--- config.mk ---
export PLATFORM = sky130hd
export DESIGN_NAME = kvt_ctrl
export DESIGN_NICKNAME = d
export VERILOG_FILES = /design/src/rtl/core/kvt_pkg.sv /design/src/rtl/core/kvt_ctrl.sv
export SDC_FILE = /design/constraint.sdc
export NUM_CORES = 1
export LEC_CHECK = 0
export BUFFER_PORTS_ARGS = -buffer_cell sky130_fd_sc_hd__buf_4
export CAP_MARGIN = 30
export CORE_ASPECT_RATIO = 0.9
export CORE_MARGIN = 5
export CORE_UTILIZATION = 35
export DETAILED_ROUTE_END_ITERATION = 16
export SYNTH_ARGS = -nofsm -noshare
export SYNTH_HDL_FRONTEND = slang
export SYNTH_SLANG_ARGS = --single-unit
export TNS_END_PERCENT = 50
--- constraint.sdc ---
create_clock -name aclk -period 8.2 [get_ports aclk]
set_input_delay 1.64 -clock aclk [delete_from_list [all_inputs] [get_ports aclk]]
set_output_delay 1.64 -clock aclk [all_outputs]
set_load 0.01 [all_outputs]
--- src/rtl/core/kvt_pkg.sv ---
package kvt_pkg;

    // Port widths of the command and result beats.
    localparam int CMD_W        = 3;
    localparam int KEY_PORT_W   = 32;
    localparam int VALUE_PORT_W = 64;
    localparam int SLOT_W       = 8;
    localparam int COUNT_PORT_W = 9;

    // Configuration register file.
    localparam int                  CAP_W             = 9;
    localparam logic [CAP_W-1:0]    CAP_RESET         = 9'd256;
    localparam int                  APB_DATA_W        = 32;
    localparam int                  APB_ADDR_W        = 3;
    localparam logic [APB_ADDR_W-1:0] REG_CAPACITY_ADDR = 3'd0;

    // Default table geometry.
    localparam int DEFAULT_TABLE_DEPTH = 256;
    localparam int DEFAULT_KEY_WIDTH   = 32;
    localparam int DEFAULT_VALUE_WIDTH = 64;

    typedef enum logic [CMD_W-1:0] {
        CMD_INSERT = 3'd0,
        CMD_UPDATE = 3'd1,
        CMD_UPSERT = 3'd2,
        CMD_ERASE  = 3'd3,
        CMD_LOOKUP = 3'd4,
        CMD_READ   = 3'd5
    } cmd_t;

    // Memory strobes from the sequencer. Both stores share the read and
    // write addresses; the key store and value store have their own writes.
    typedef struct packed {
        logic rd_en;
        logic key_wr_en;
        logic value_wr_en;
    } mem_ctl_t;

endpackage

--- src/rtl/core/kvt_ctrl.sv ---
module kvt_ctrl #(
    parameter int TABLE_DEPTH = kvt_pkg::DEFAULT_TABLE_DEPTH,
    parameter int KEY_WIDTH   = kvt_pkg::DEFAULT_KEY_WIDTH,
    parameter int VALUE_WIDTH = kvt_pkg::DEFAULT_VALUE_WIDTH,
    parameter int IDX_W       = (TABLE_DEPTH > 1) ? $clog2(TABLE_DEPTH) : 1
) (
    input  logic                              aclk,
    input  logic                              aresetn,
    input  logic [kvt_pkg::CAP_W-1:0]         cap_limit,

    input  logic                              s_valid,
    output logic                              s_ready,
    input  logic [kvt_pkg::CMD_W-1:0]         s_command,
    input  logic [kvt_pkg::KEY_PORT_W-1:0]    s_key_in,
    input  logic [kvt_pkg::VALUE_PORT_W-1:0]  s_value_in,
    input  logic [kvt_pkg::SLOT_W-1:0]        s_slot_index,

    output logic                              m_valid,
    input  logic                              m_ready,
    output logic                              m_ok,
    output logic [kvt_pkg::KEY_PORT_W-1:0]    m_key_out,
    output logic [kvt_pkg::VALUE_PORT_W-1:0]  m_value_out,
    output logic [kvt_pkg::COUNT_PORT_W-1:0]  m_pair_count,

    output kvt_pkg::mem_ctl_t                 mem_ctl,
    output logic [IDX_W-1:0]                  rd_addr,
    output logic [IDX_W-1:0]                  wr_addr,
    output logic [KEY_WIDTH-1:0]              key_wr_data,
    output logic [VALUE_WIDTH-1:0]            value_wr_data,
    input  logic [KEY_WIDTH-1:0]              key_rd_data,
    input  logic [VALUE_WIDTH-1:0]            value_rd_data
);

    localparam int CNT_W  = $clog2(TABLE_DEPTH + 1);
    localparam int WIDE_W = (CNT_W > kvt_pkg::CAP_W) ? CNT_W : kvt_pkg::CAP_W;
    localparam int SCMP_W = (CNT_W > kvt_pkg::SLOT_W) ? CNT_W : kvt_pkg::SLOT_W;

    typedef enum logic [5:0] {
        ST_IDLE  = 6'b000001,
        ST_SCAN  = 6'b000010,
        ST_ACT   = 6'b000100,
        ST_FETCH = 6'b001000,
        ST_MOVE  = 6'b010000,
        ST_DONE  = 6'b100000
    } state_t;

    state_t                            state_reg, state_next;
    kvt_pkg::cmd_t                     cmd_reg, cmd_next;
    logic [KEY_WIDTH-1:0]              key_reg, key_next;
    logic [VALUE_WIDTH-1:0]            value_reg, value_next;
    logic [kvt_pkg::SLOT_W-1:0]        slot_reg, slot_next;
    logic [CNT_W-1:0]                  count_reg, count_next;
    logic [CNT_W-1:0]                  issue_reg, issue_next;
    logic                              cmp_valid_reg, cmp_valid_next;
    logic [IDX_W-1:0]                  cmp_idx_reg, cmp_idx_next;
    logic [IDX_W-1:0]                  hit_reg, hit_next;
    logic                              found_reg, found_next;
    logic                              res_ok_reg, res_ok_next;
    logic [KEY_WIDTH-1:0]              res_key_reg, res_key_next;
    logic [VALUE_WIDTH-1:0]            res_value_reg, res_value_next;
    logic                              m_valid_reg, m_valid_next;
    logic                              m_ok_reg, m_ok_next;
    logic [kvt_pkg::KEY_PORT_W-1:0]    m_key_reg, m_key_next;
    logic [kvt_pkg::VALUE_PORT_W-1:0]  m_value_reg, m_value_next;
    logic [kvt_pkg::COUNT_PORT_W-1:0]  m_count_reg, m_count_next;

    logic full;
    logic slot_ok;
    logic key_match;

    assign full = (WIDE_W'(count_reg) >= WIDE_W'(cap_limit))
               || (WIDE_W'(count_reg) >= WIDE_W'(TABLE_DEPTH));
    assign slot_ok   = SCMP_W'(slot_reg) < SCMP_W'(count_reg);
    assign key_match = cmp_valid_reg && (key_rd_data == key_reg);

    assign s_ready      = (state_reg == ST_IDLE);
    assign m_valid      = m_valid_reg;
    assign m_ok         = m_ok_reg;
    assign m_key_out    = m_key_reg;
    assign m_value_out  = m_value_reg;
    assign m_pair_count = m_count_reg;

    always_comb begin
        state_next     = state_reg;
        cmd_next       = cmd_reg;
        key_next       = key_reg;
        value_next     = value_reg;
        slot_next      = slot_reg;
        count_next     = count_reg;
        issue_next     = issue_reg;
        cmp_valid_next = 1'b0;
        cmp_idx_next   = cmp_idx_reg;
        hit_next       = hit_reg;
        found_next     = found_reg;
        res_ok_next    = res_ok_reg;
        res_key_next   = res_key_reg;
        res_value_next = res_value_reg;
        m_valid_next   = m_valid_reg && !m_ready;
        m_ok_next      = m_ok_reg;
        m_key_next     = m_key_reg;
        m_value_next   = m_value_reg;
        m_count_next   = m_count_reg;
        mem_ctl        = '0;
        rd_addr        = issue_reg[IDX_W-1:0];
        wr_addr        = count_reg[IDX_W-1:0];
        key_wr_data    = key_reg;
        value_wr_data  = value_reg;

        unique case (state_reg)
            ST_IDLE: begin
                if (s_valid) begin
                    cmd_next       = kvt_pkg::cmd_t'(s_command);
                    key_next       = KEY_WIDTH'(s_key_in);
                    value_next     = VALUE_WIDTH'(s_value_in);
                    slot_next      = s_slot_index;
                    issue_next     = '0;
                    found_next     = 1'b0;
                    res_ok_next    = 1'b0;
                    res_key_next   = '0;
                    res_value_next = '0;
                    if (s_command == kvt_pkg::CMD_INSERT || s_command == kvt_pkg::CMD_UPDATE
                        || s_command == kvt_pkg::CMD_UPSERT || s_command == kvt_pkg::CMD_ERASE
                        || s_command == kvt_pkg::CMD_LOOKUP) begin
                        state_next = ST_SCAN;
                    end else begin
                        state_next = ST_ACT;
                    end
                end
            end

            // One read issued per cycle; the compare sees the key read in the cycle
            // before, so the first match in slot order stops the scan.
            ST_SCAN: begin
                priority if (key_match) begin
                    found_next = 1'b1;
                    hit_next   = cmp_idx_reg;
                    state_next = ST_ACT;
                end else if (issue_reg < count_reg) begin
                    mem_ctl.rd_en  = 1'b1;
                    cmp_valid_next = 1'b1;
                    cmp_idx_next   = issue_reg[IDX_W-1:0];
                    issue_next     = issue_reg + CNT_W'(1);
                end else begin
                    found_next = 1'b0;
                    state_next = ST_ACT;
                end
            end

            ST_ACT: begin
                state_next = ST_DONE;
                unique case (cmd_reg)
                    kvt_pkg::CMD_INSERT: begin
                        if (!found_reg && !full) begin
                            mem_ctl.key_wr_en   = 1'b1;
                            mem_ctl.value_wr_en = 1'b1;
                            count_next          = count_reg + CNT_W'(1);
                            res_ok_next         = 1'b1;
                        end
                    end
                    kvt_pkg::CMD_UPDATE: begin
                        if (found_reg) begin
                            mem_ctl.value_wr_en = 1'b1;
                            wr_addr             = hit_reg;
                            res_ok_next         = 1'b1;
                        end
                    end
                    kvt_pkg::CMD_UPSERT: begin
                        priority if (found_reg) begin
                            mem_ctl.value_wr_en = 1'b1;
                            wr_addr             = hit_reg;
                            res_ok_next         = 1'b1;
                        end else if (!full) begin
                            mem_ctl.key_wr_en   = 1'b1;
                            mem_ctl.value_wr_en = 1'b1;
                            count_next          = count_reg + CNT_W'(1);
                            res_ok_next         = 1'b1;
                        end else begin
                            res_ok_next = 1'b0;
                        end
                    end
                    kvt_pkg::CMD_ERASE: begin
                        if (found_reg) begin
                            mem_ctl.rd_en = 1'b1;
                            rd_addr       = IDX_W'(count_reg - CNT_W'(1));
                            state_next    = ST_MOVE;
                        end
                    end
                    kvt_pkg::CMD_LOOKUP: begin
                        if (found_reg) begin
                            mem_ctl.rd_en = 1'b1;
                            rd_addr       = hit_reg;
                            state_next    = ST_FETCH;
                        end
                    end
                    kvt_pkg::CMD_READ: begin
                        if (slot_ok) begin
                            mem_ctl.rd_en = 1'b1;
                            rd_addr       = IDX_W'(slot_reg);
                            state_next    = ST_FETCH;
                        end
                    end
                    default: begin
                        res_ok_next = 1'b0;
                    end
                endcase
            end

            ST_FETCH: begin
                res_ok_next    = 1'b1;
                res_value_next = value_rd_data;
                if (cmd_reg == kvt_pkg::CMD_READ) begin
                    res_key_next = key_rd_data;
                end
                state_next = ST_DONE;
            end

            // The last pair overwrites the erased slot, which is harmless
            // when the erased slot is the last one.
            ST_MOVE: begin
                mem_ctl.key_wr_en   = 1'b1;
                mem_ctl.value_wr_en = 1'b1;
                wr_addr             = hit_reg;
                key_wr_data         = key_rd_data;
                value_wr_data       = value_rd_data;
                count_next          = count_reg - CNT_W'(1);
                res_ok_next         = 1'b1;
                state_next          = ST_DONE;
            end

            ST_DONE: begin
                if (!m_valid_reg || m_ready) begin
                    m_valid_next = 1'b1;
                    m_ok_next    = res_ok_reg;
                    m_key_next   = kvt_pkg::KEY_PORT_W'(res_key_reg);
                    m_value_next = kvt_pkg::VALUE_PORT_W'(res_value_reg);
                    m_count_next = kvt_pkg::COUNT_PORT_W'(count_reg);
                    state_next   = ST_IDLE;
                end
            end

            default: begin
                state_next = ST_IDLE;
            end
        endcase
    end

    always_ff @(posedge aclk) begin
        if (!aresetn) begin
            state_reg     <= ST_IDLE;
            count_reg     <= '0;
            cmp_valid_reg <= 1'b0;
            m_valid_reg   <= 1'b0;
        end else begin
            state_reg     <= state_next;
            count_reg     <= count_next;
            cmp_valid_reg <= cmp_valid_next;
            m_valid_reg   <= m_valid_next;
        end
    end

    always_ff @(posedge aclk) begin
        cmd_reg       <= cmd_next;
        key_reg       <= key_next;
        value_reg     <= value_next;
        slot_reg      <= slot_next;
        issue_reg     <= issue_next;
        cmp_idx_reg   <= cmp_idx_next;
        hit_reg       <= hit_next;
        found_reg     <= found_next;
        res_ok_reg    <= res_ok_next;
        res_key_reg   <= res_key_next;
        res_value_reg <= res_value_next;
        m_ok_reg      <= m_ok_next;
        m_key_reg     <= m_key_next;
        m_value_reg   <= m_value_next;
        m_count_reg   <= m_count_next;
    end

endmodule

==> qor.csv, run 1 <==
stage,metric,value,unit
die,pin_count,439,
worst_hold_path,min_path_type,register to register,
sta,rsz0062_at_grt,no,
cts,clk_latency,0.55,ns
critical_path,reg2reg_from,state_reg[4],
synthesis,synth_edf_count,336,
global_route,grt_pass1_vias,10600,
synthesis,yosysSeqAreaShare,70.7,%
cts,clk_path_buf_depth,3,
cts,root_buffer,clkbuf_16,
synthesis,yosys_warnings,0,
final_layout,area_growth,35.8,%
synthesis,yosysTopAreaCell,edfxtp_1,
synthesis,async_flop_share,0,%
critical_path,rr_worst_depth,6,
power_and_ir_drop,p_comb_share,10.9,%
route,drt-vias-per-instance,4.92,
global_route,grt.overflow.total,0,
placed_design,pre_cts_ws,2.58,ns
route,drcViolationCount,0,
route,first_pass_iters,5,
final_layout,final_nets,1823,
synthesis,netlist_instances,1145,
critical_path,cpMaxStageDelayCell,a2111oi_2,
synthesis,synth_most_common_cell,edfxtp_1,
final_layout,drive_gt1_share,33.5,%
final_layout,antenna_cells,0,
cts,cts.sinks,353,
synthesis,synth.distinct_cells,56,
route,detail-route-antenna-nets,0,
final_layout,fin_util,48.0,%
sta,tightest_slew,1.01,ns
power_and_ir_drop,power.internal,0.00348,W
critical_path,critPathArrivalTime,4.01,ns
sta,max_slew_margin,32.9,%
sta,setup_viol,0,
synthesis,synth_top_area_share,68.4,%
critical_path,worstSetupStartpoint,cap_limit[7],
power_and_ir_drop,p_sw_share,23.6,%
synthesis,yosys-top-cells-area,"edfxtp_1 68%, nand2_1 7.9%, and3_1 4.4%",
sta,hold_viol_final,0,
synthesis,syn_nets,1388,
critical_path,worstPathCellList,"buf_4, inv_1, ha_1, a21o_1, a2111oi_2, inv_1, a211oi_1, a22oi_1, o31ai_1, buf_4",
power_and_ir_drop,peakVddDrop,0.000153,V
cts,ctsHoldBuffers,0,
critical_path,path_buf_inv,4,
die,die_h,205,um
sta,finalClockSkew,0.0110,ns
run_status,status,completed,
global_route,grt_usage,18.6,%
sta,setup_tns,0,ns
synthesis,synth_flop_cell,edfxtp_1,
synthesis,synth_area,14800,um^2
critical_path,path_class,primary input to output pin,
run,maxCapViolations,0,
route,drt_wl_total,45000,um
global_route,grt_pass1_wl,65900,um
final_layout,stdcell_count,2156,
power_and_ir_drop,power.density,227,nW/um^2
power_and_ir_drop,leakage,8.51,nW
critical_path,crit_cells,10,
critical_path,max_stage_delay,0.55,ns
sta,fmax,177,MHz
critical_path,cp_top_family,compound AO/OA/AOI/OAI gates,
placed_design,place.gp.congestion,0.911,
power_and_ir_drop,seq_power_share,48.4,%
global_route,grt_max_degree,100,
placed_design,port_buffers,438,
placed_design,place_inst,2085,
route,drt_iter0_drc,982,
worst_hold_path,hold_path.startpoint,res_key_reg[8],
die,rows,71,
sta,setup_ws,2.55,ns
die,dieArea,46400,um^2
cts,clk_pin_slew,0.06,ns
global_route,antenna_found_initial,3,
worst_hold_path,hold_depth,0,
cts,cts_resized,0,
critical_path,cp-end-kind,output pin,
die,die_w,226,um
critical_path,critPathLaunchType,primary input,
sta,finalCritPeriodShare,68.9,%
power_and_ir_drop,p_clk_share,40.7,%
synthesis,synth_seq_cells,353,
cts,tritoncts,done,
synthesis,synth_common_cells,"336 x edfxtp_1, 311 x nand2_1, 103 x and3_1, 41 x clkbuf_1, 36 x xnor2_1",
critical_path,required,6.56,ns
sta,finalCriticalPeriod,5.65,ns
sta,drv_slew,0,
cts,cts_setup_buffers,0,
cts,cts_buffers,40,
die,core_area,41800,um^2
synthesis,avgSynthCellArea,12.9,um^2
die,start_util,35.3,%
placed_design,dp_hpwl,32300,um
power_and_ir_drop,power.switching,0.00107,W
route,num_vias,10600,
route,wl_per_cell,20.9,um
cts,cts_max_level,2,
critical_path,crit_path_max_fanout,3,
## kinds of logic (layout without fill, tap and decap cells)
logic type	after synthesis	in the layout	share of synthesized area (%)
and+or+nand+nor	526	526	16.8
DFF	353	353	70.7
AOI/OAI and AO/OA	97	97	4.38
buffers and inverters	86	550	2.37
xor gates and xnor gates	47	47	2.79
adders and majority gates	27	27	2.29
muxes	9	9	0.679
## worst paths after layout
check,to,slack [ns]
worst min-delay path,m_key_out[8],0.41
worst min register to register,m_key_out[8],0.41
worst max-delay path,mem_ctl[0],2.55
worst max register to register,slot_reg[1],4.92
## layer usage
metal / GRT usage (%) / wire (um) / vias to the layer above
met5: 0 / 41 / -
met4: 6.38 / 1280 / 6
met3: 4.91 / 3580 / 80
met2: 30.0 / 21500 / 420
met1: 24.6 / 18500 / 5105
li1: - / - / 5006
## cell type report
type,count,area (um^2)
multi-input cells,706,4010
fillers,3765,21700
well taps,547,684
flip-flops and latches,353,10400
clock inverters,26,300
clock buffers,45,1060
inverters,28,108
repair buffers,451,3440
## power by group through the flow
stage	Clock, W	Combinational [W]	Sequential [W]
2_1_floorplan	0	0.000239	0.00222
3_3_place_gp	0	0.000493	0.00223
3_5_place_dp	0	0.000501	0.00224
4_1_cts	0.00191	0.000504	0.00220
5_1_grt	0.00198	0.000543	0.00221
6_report	0.00185	0.000495	0.00220
## cell usage in the layout (no fill, tap or decap), drive strengths merged, types with 3 or more instances in the layout
master / instances
nor2b: 3
clkbuf: 45
nand3b: 7
nand2b: 5
or2: 4
mux2: 8
inv: 29
a211oi: 7
a31oi: 5
o21ai: 16
a221o: 5
and3: 103
o211ai: 8
nand2: 311
or3: 3
clkinv: 15
nor4: 7
a221oi: 4
nand3: 19
bufinv: 6
a21oi: 32
edfxtp: 336
nor2: 28
xnor2: 36
nor3: 11
nand4: 14
ha: 27
buf: 451
clkinvlp: 4
dfxtp: 17
xor2: 11
a21o: 3
## metrics by stage
stage	hold slack [ns]	cell area (um^2)	power, W
5_1_grt	0.423	20000	0.00473
6_report	0.415	20000	0.00455
2_1_floorplan	0.400	14800	0.00246
3_5_place_dp	0.405	18700	0.00274
3_3_place_gp	0.400	18600	0.00273
4_1_cts	0.415	20000	0.00461
No activity file was read; power rests on OpenSTA's default activity.
==> run 2: changes to the inputs <==
clock period = 5.8 ns   (was 8.2 ns; I/O delays follow)
==> run 2 against run 1 <==
  * Clock power grew 37%
  * Sequential cell count stayed put
  * Clock skew is 0.00069 ns lower
  * Largest cell class unchanged
  * Count of clock-buffer cells in the layout grew 2
  * Combinational power grew 44%
  * Cell area is 0.21% lower
  * Die area stayed put
==> qor.csv, run 2 (same netlist as run 1, synthesis figures left out) <==
stage,metric,value,unit
sta,drv_slew,0,
run,maxCapViolations,0,
cts,cts_buffers,40,
route,detail-route-antenna-nets,0,
placed_design,dp_hpwl,32800,um
final_layout,layout.cells.most_common,buf_4,
route,num_vias,10700,
final_layout,final_area,20000,um^2
route,drt_iter0_drc,938,
route,wl_per_cell,21.3,um
die,pin_count,439,
die,rows,71,
sta,finalCriticalPeriod,4.75,ns
sta,setup_tns,0,ns
placed_design,pre_cts_ws,1.05,ns
critical_path,r2r_slack,2.55,ns
final_layout,final_nets,1825,
cts,cts_resized,0,
sta,max_slew_margin,33.9,%
global_route,antenna_found_initial,3,
placed_design,port_buffers,438,
power_and_ir_drop,power,0.00637,W
critical_path,worstPathCellList,"buf_4, inv_1, ha_1, a21o_1, a2111oi_2, inv_1, a211oi_1, a22oi_1, o31ai_1, buf_4",
route,met1_length,19000,um
critical_path,cp-end-kind,output pin,
final_layout,antenna_cells,0,
sta,setup_viol,0,
final_layout,layout_common_cells,"450 x buf_4, 336 x edfxtp_1, 310 x nand2_1, 103 x and3_1, 43 x clkbuf_16",
power_and_ir_drop,power.density,319,nW/um^2
critical_path,path_buf_inv,4,
route,dr_wl_met3,3440,um
sta,rsz0062_at_grt,no,
placed_design,place.gp.congestion,0.896,
critical_path,critPathArrivalTime,3.59,ns
sta,setup_ws,1.05,ns
route,top_layer,met5,
die,start_util,35.3,%
critical_path,cpMaxStageDelayCell,a2111oi_2,
critical_path,path_class,primary input to output pin,
cts,clk_latency,0.54,ns
route,drcViolationCount,0,
cts,cts_max_level,2,
sta,hold_viol_final,0,
sta,fmax,211,MHz
route,drt_wl_total,45900,um
cts,tritoncts,done,
cts,root_buffer,clkbuf_16,
run_status,status,completed,
cts,cts_setup_buffers,0,
global_route,grt_pass1_wl,66900,um
die,die_h,205,um
critical_path,critPathLaunchType,primary input,
sta,finalClockSkew,0.0104,ns
power_and_ir_drop,peakVddDrop,0.000233,V
sta,finalCritPeriodShare,81.8,%
cts,clk_path_buf_depth,3,
critical_path,cp_top_family,compound AO/OA/AOI/OAI gates,
sta,tightest_slew,0.991,ns
die,die_w,226,um
global_route,grt.overflow.total,0,
global_route,grt_usage,18.8,%
route,first_pass_iters,5,
global_route,grt_pass1_vias,10800,
die,core_area,41800,um^2
global_route,grt_max_degree,99,
cts,clk_pin_slew,0.06,ns
route,dr_wl_met2,22300,um
final_layout,drive_gt1_share,33.4,%
final_layout,area_growth,35.5,%
die,dieArea,46400,um^2
cts,cts.sinks,353,
cts,ctsHoldBuffers,0,
critical_path,required,4.64,ns
critical_path,crit_path_max_fanout,3,
route,drt-vias-per-instance,4.95,
final_layout,fin_util,47.9,%
power_and_ir_drop,leakage,8.51,nW
critical_path,max_stage_delay,0.60,ns
placed_design,place_area,18700,um^2
worst_hold_path,min_path_type,register to register,
-- run 2: cell count changes in the layout (fill, tap and decap cells not counted), moves of 2 or more --
cell / delta
clkinvlp_4: -3
inv_4: +2
bufinv_16: -2
buf_16: -2
buf_4: +2
buf_12: +2
clkinv_1: +2
-- run 2: worst paths after layout --
kind	start	to	cells past startpoint
max	cap_limit[7]	mem_ctl[0]	10
min	res_value_reg[44]	m_value_out[44]	0
max reg2reg	state_reg[0]	res_value_reg[23]	5
min reg2reg	res_value_reg[44]	m_value_out[44]	0
-- run 2: where the power goes --
part           switching (W)  total, W  internal, W
Combinational       0.000407  0.000715     0.000308
Sequential         0.0000887   0.00311      0.00302
Clock                0.00102   0.00254      0.00153
Total                0.00151   0.00637      0.00485
-- run 2: layer usage --
layer | up-vias | GRT usage, %
met3 | 76 | 4.37
met5 | - | 0
met1 | 5158 | 24.8
met2 | 428 | 31.4
met4 | 6 | 5.28
li1 | 5023 | -
-- run 2: metrics by stage --
step,instances,hold WS (ns)
detailed placement,2087,0.405
finish,2159,0.411
global route,2159,0.419
CTS,2159,0.415
global placement,2085,0.401
floorplan,1145,0.400
-- run 2: final cells by class --
type / instances / area (um^2)
Clock inverter: 25 / 234
Inverter: 28 / 108
Fill cell: 3848 / 21800
Timing Repair Buffer: 453 / 3440
Clock buffer: 47 / 1090
Tap cell: 547 / 684
Sequential cell: 353 / 10400
Multi-Input combinational cell: 706 / 4010
==> run 3: changes to the inputs <==
ABC_AREA = 1   (was unset)
clock period = 5 ns   (was 5.8 ns; I/O delays follow)
==> run 3 against run 2 <==
  * Routed wire length is 0.53% higher
  * Largest cell class unchanged
  * Count of clock-buffer cells in the layout unchanged
  * Sequential power grew 15%
  * Largest power group unchanged
  * Critical endpoint is now rd_addr[7]
  * Cell count grew 9.5%
  * Sequential share of layout area is 0.57 points lower
  * Critical path type is now register to output pin
  * Die area is 1.5% higher
  * Area after synthesis is 1.5% higher
==> qor.csv, run 3 <==
stage,metric,value,unit
run_status,status,completed,
global_route,grt.overflow.total,0,
power_and_ir_drop,peakVddDrop,0.000229,V
sta,max_slew_margin,38.3,%
critical_path,critPathArrivalTime,2.95,ns
synthesis,synth_common_cells,"336 x edfxtp_1, 282 x nand2_1, 178 x inv_1, 175 x nor2_1, 130 x o21ai_0",
final_layout,layout.cells.most_common,buf_4,
synthesis,synth_seq_cells,353,
final_layout,final_nets,2030,
die,start_util,35.6,%
critical_path,worstPathCellList,"inv_1, or2_2, nand2_1, nand2_1, o21ai_0, o21ai_0, nor2_1, nor2_1, buf_4",
sta,finalCriticalPeriod,3.95,ns
synthesis,syn_nets,1579,
die,rows,71,
critical_path,path_class,register to output pin,
power_and_ir_drop,power.density,359,nW/um^2
synthesis,synth_most_common_cell,edfxtp_1,
global_route,grt_usage,18.7,%
cts,cts.sinks,353,
global_route,grt_pass1_vias,11100,
synthesis,netlist_instances,1336,
cts,root_buffer,clkbuf_16,
synthesis,yosysSeqAreaShare,69.6,%
global_route,grt_max_degree,71,
placed_design,place_area,18900,um^2
sta,rsz0062_at_grt,no,
route,detail-route-antenna-nets,0,
route,drt-vias-per-instance,4.78,
sta,finalCritPeriodShare,78.9,%
sta,hold_viol_final,0,
cts,clk_pin_slew,0.06,ns
synthesis,yosys-top-cells-area,"edfxtp_1 67%, nand2_1 7.1%, inv_1 4.5%",
die,dieArea,47000,um^2
synthesis,synth_flop_cell,edfxtp_1,
final_layout,fin_util,48.1,%
route,wl_per_cell,19.5,um
cts,cts_setup_buffers,0,
critical_path,crit_path_max_fanout,21,
synthesis,synth_area,15000,um^2
placed_design,port_buffers,438,
synthesis,synth_top_area_share,67.4,%
sta,setup_tns,0,ns
worst_hold_path,min_path_type,register to register,
critical_path,max_stage_delay,0.85,ns
cts,clk_latency,0.55,ns
sta,tightest_slew,0.926,ns
sta,drv_slew,0,
synthesis,yosys_warnings,0,
synthesis,async_flop_share,0,%
synthesis,synth.distinct_cells,43,
critical_path,cp-end-kind,output pin,
critical_path,critPathLaunchType,register,
synthesis,yosysTopAreaCell,edfxtp_1,
final_layout,layout_common_cells,"449 x buf_4, 336 x edfxtp_1, 281 x nand2_1, 178 x inv_1, 174 x nor2_1",
global_route,grt_pass1_wl,67700,um
route,drcViolationCount,0,
die,die_h,206,um
route,first_pass_iters,5,
synthesis,synth_edf_count,336,
global_route,antenna_found_initial,0,
die,core_area,42000,um^2
final_layout,area_growth,34.9,%
route,num_vias,11300,
final_layout,final_area,20200,um^2
placed_design,place.gp.congestion,0.885,
route,drt_iter0_drc,914,
power_and_ir_drop,power,0.00726,W
cts,cts_max_level,2,
sta,setup_viol,0,
cts,ctsHoldBuffers,0,
cts,cts_resized,0,
final_layout,drive_gt1_share,29.8,%
run,maxCapViolations,0,
cts,cts_buffers,39,
critical_path,cpMaxStageDelayCell,edfxtp_1,
power_and_ir_drop,leakage,8.94,nW
die,pin_count,439,
sta,finalClockSkew,0.0205,ns
final_layout,antenna_cells,0,
die,die_w,228,um
critical_path,required,4.00,ns
route,drt_wl_total,46100,um
placed_design,place_inst,2292,
cts,tritoncts,done,
synthesis,avgSynthCellArea,11.2,um^2
cts,clk_path_buf_depth,3,
final_layout,stdcell_count,2364,
sta,fmax,253,MHz
placed_design,dp_hpwl,34100,um
[run 3: cell types whose count changed after synthesis, sizes merged, moves of 6 or more]
cell	before	now
a211oi	7	1
nand2	311	285
nor4	7	0
and3	103	2
inv	28	188
o221ai	0	10
xnor2	36	4
mux2	8	0
nor2	28	181
o21ai	16	135
clkbuf	41	22
nand3b	7	0
[run 3: layer usage]
layer / part of all wire, % / routed length [um] / track usage [%]
met1: 43 / 19700 / 24.7
met5: 0 / 0 / 0
met3: 7.3 / 3370 / 4.74
met2: 48 / 21900 / 30.6
met4: 2.4 / 1110 / 5.66
[run 3: worst paths after layout]
check,startpoint,endpoint,slack [ns],cells after the start
max,found_reg,rd_addr[7],1.05,9
min reg2reg,res_key_reg[8],m_key_out[8],0.41,0
max reg2reg,state_reg[2],slot_reg[4],2.47,6
min,res_key_reg[8],m_key_out[8],0.41,0
[run 3: kinds of logic after synthesis]
kind of cell,count (synthesis),share of synthesized area (%)
AO/OA/AOI/OAI,196,7.18
buffers and inverters,228,5.84
flip-flops,353,69.6
AND/OR/NAND/NOR,515,14.1
XOR/XNOR,17,0.994
adder cells (fa/ha/maj),27,2.26
[run 3: stage by stage]
stage	hold slack, ns	setup WS (ns)
6_report	0.414	1.05
3_5_place_dp	0.405	1.48
4_1_cts	0.416	1.00
2_1_floorplan	0.400	0.182
3_3_place_gp	0.400	1.50
5_1_grt	0.420	0.862
[run 3: worst max-delay path: cells and delay by family (launching register included)]
kind	cells	cell delay (ns)
AOI/OAI and AO/OA	2	0.17
buffers and inverters	2	0.63
DFF	1	0.85
and+or+nand+nor	5	0.73
[run 3: where the power goes]
group | switching [W] | leakage (nW) | total (W) | internal [W]
Combinational | 0.000467 | 4.99 | 0.000807 | 0.000340
Sequential | 0.000100 | 3.32 | 0.00359 | 0.00349
Clock | 0.00117 | 0.623 | 0.00286 | 0.00168
[run 3: area by class of cell]
class / count / area (um^2)
fillers: 3880 / 21800
clock inverters: 24 / 241
multi-input cells: 755 / 3720
flip-flops and latches: 353 / 10400
well taps: 547 / 684
inverters: 188 / 708
clock buffers: 47 / 1030
repair buffers: 450 / 3400
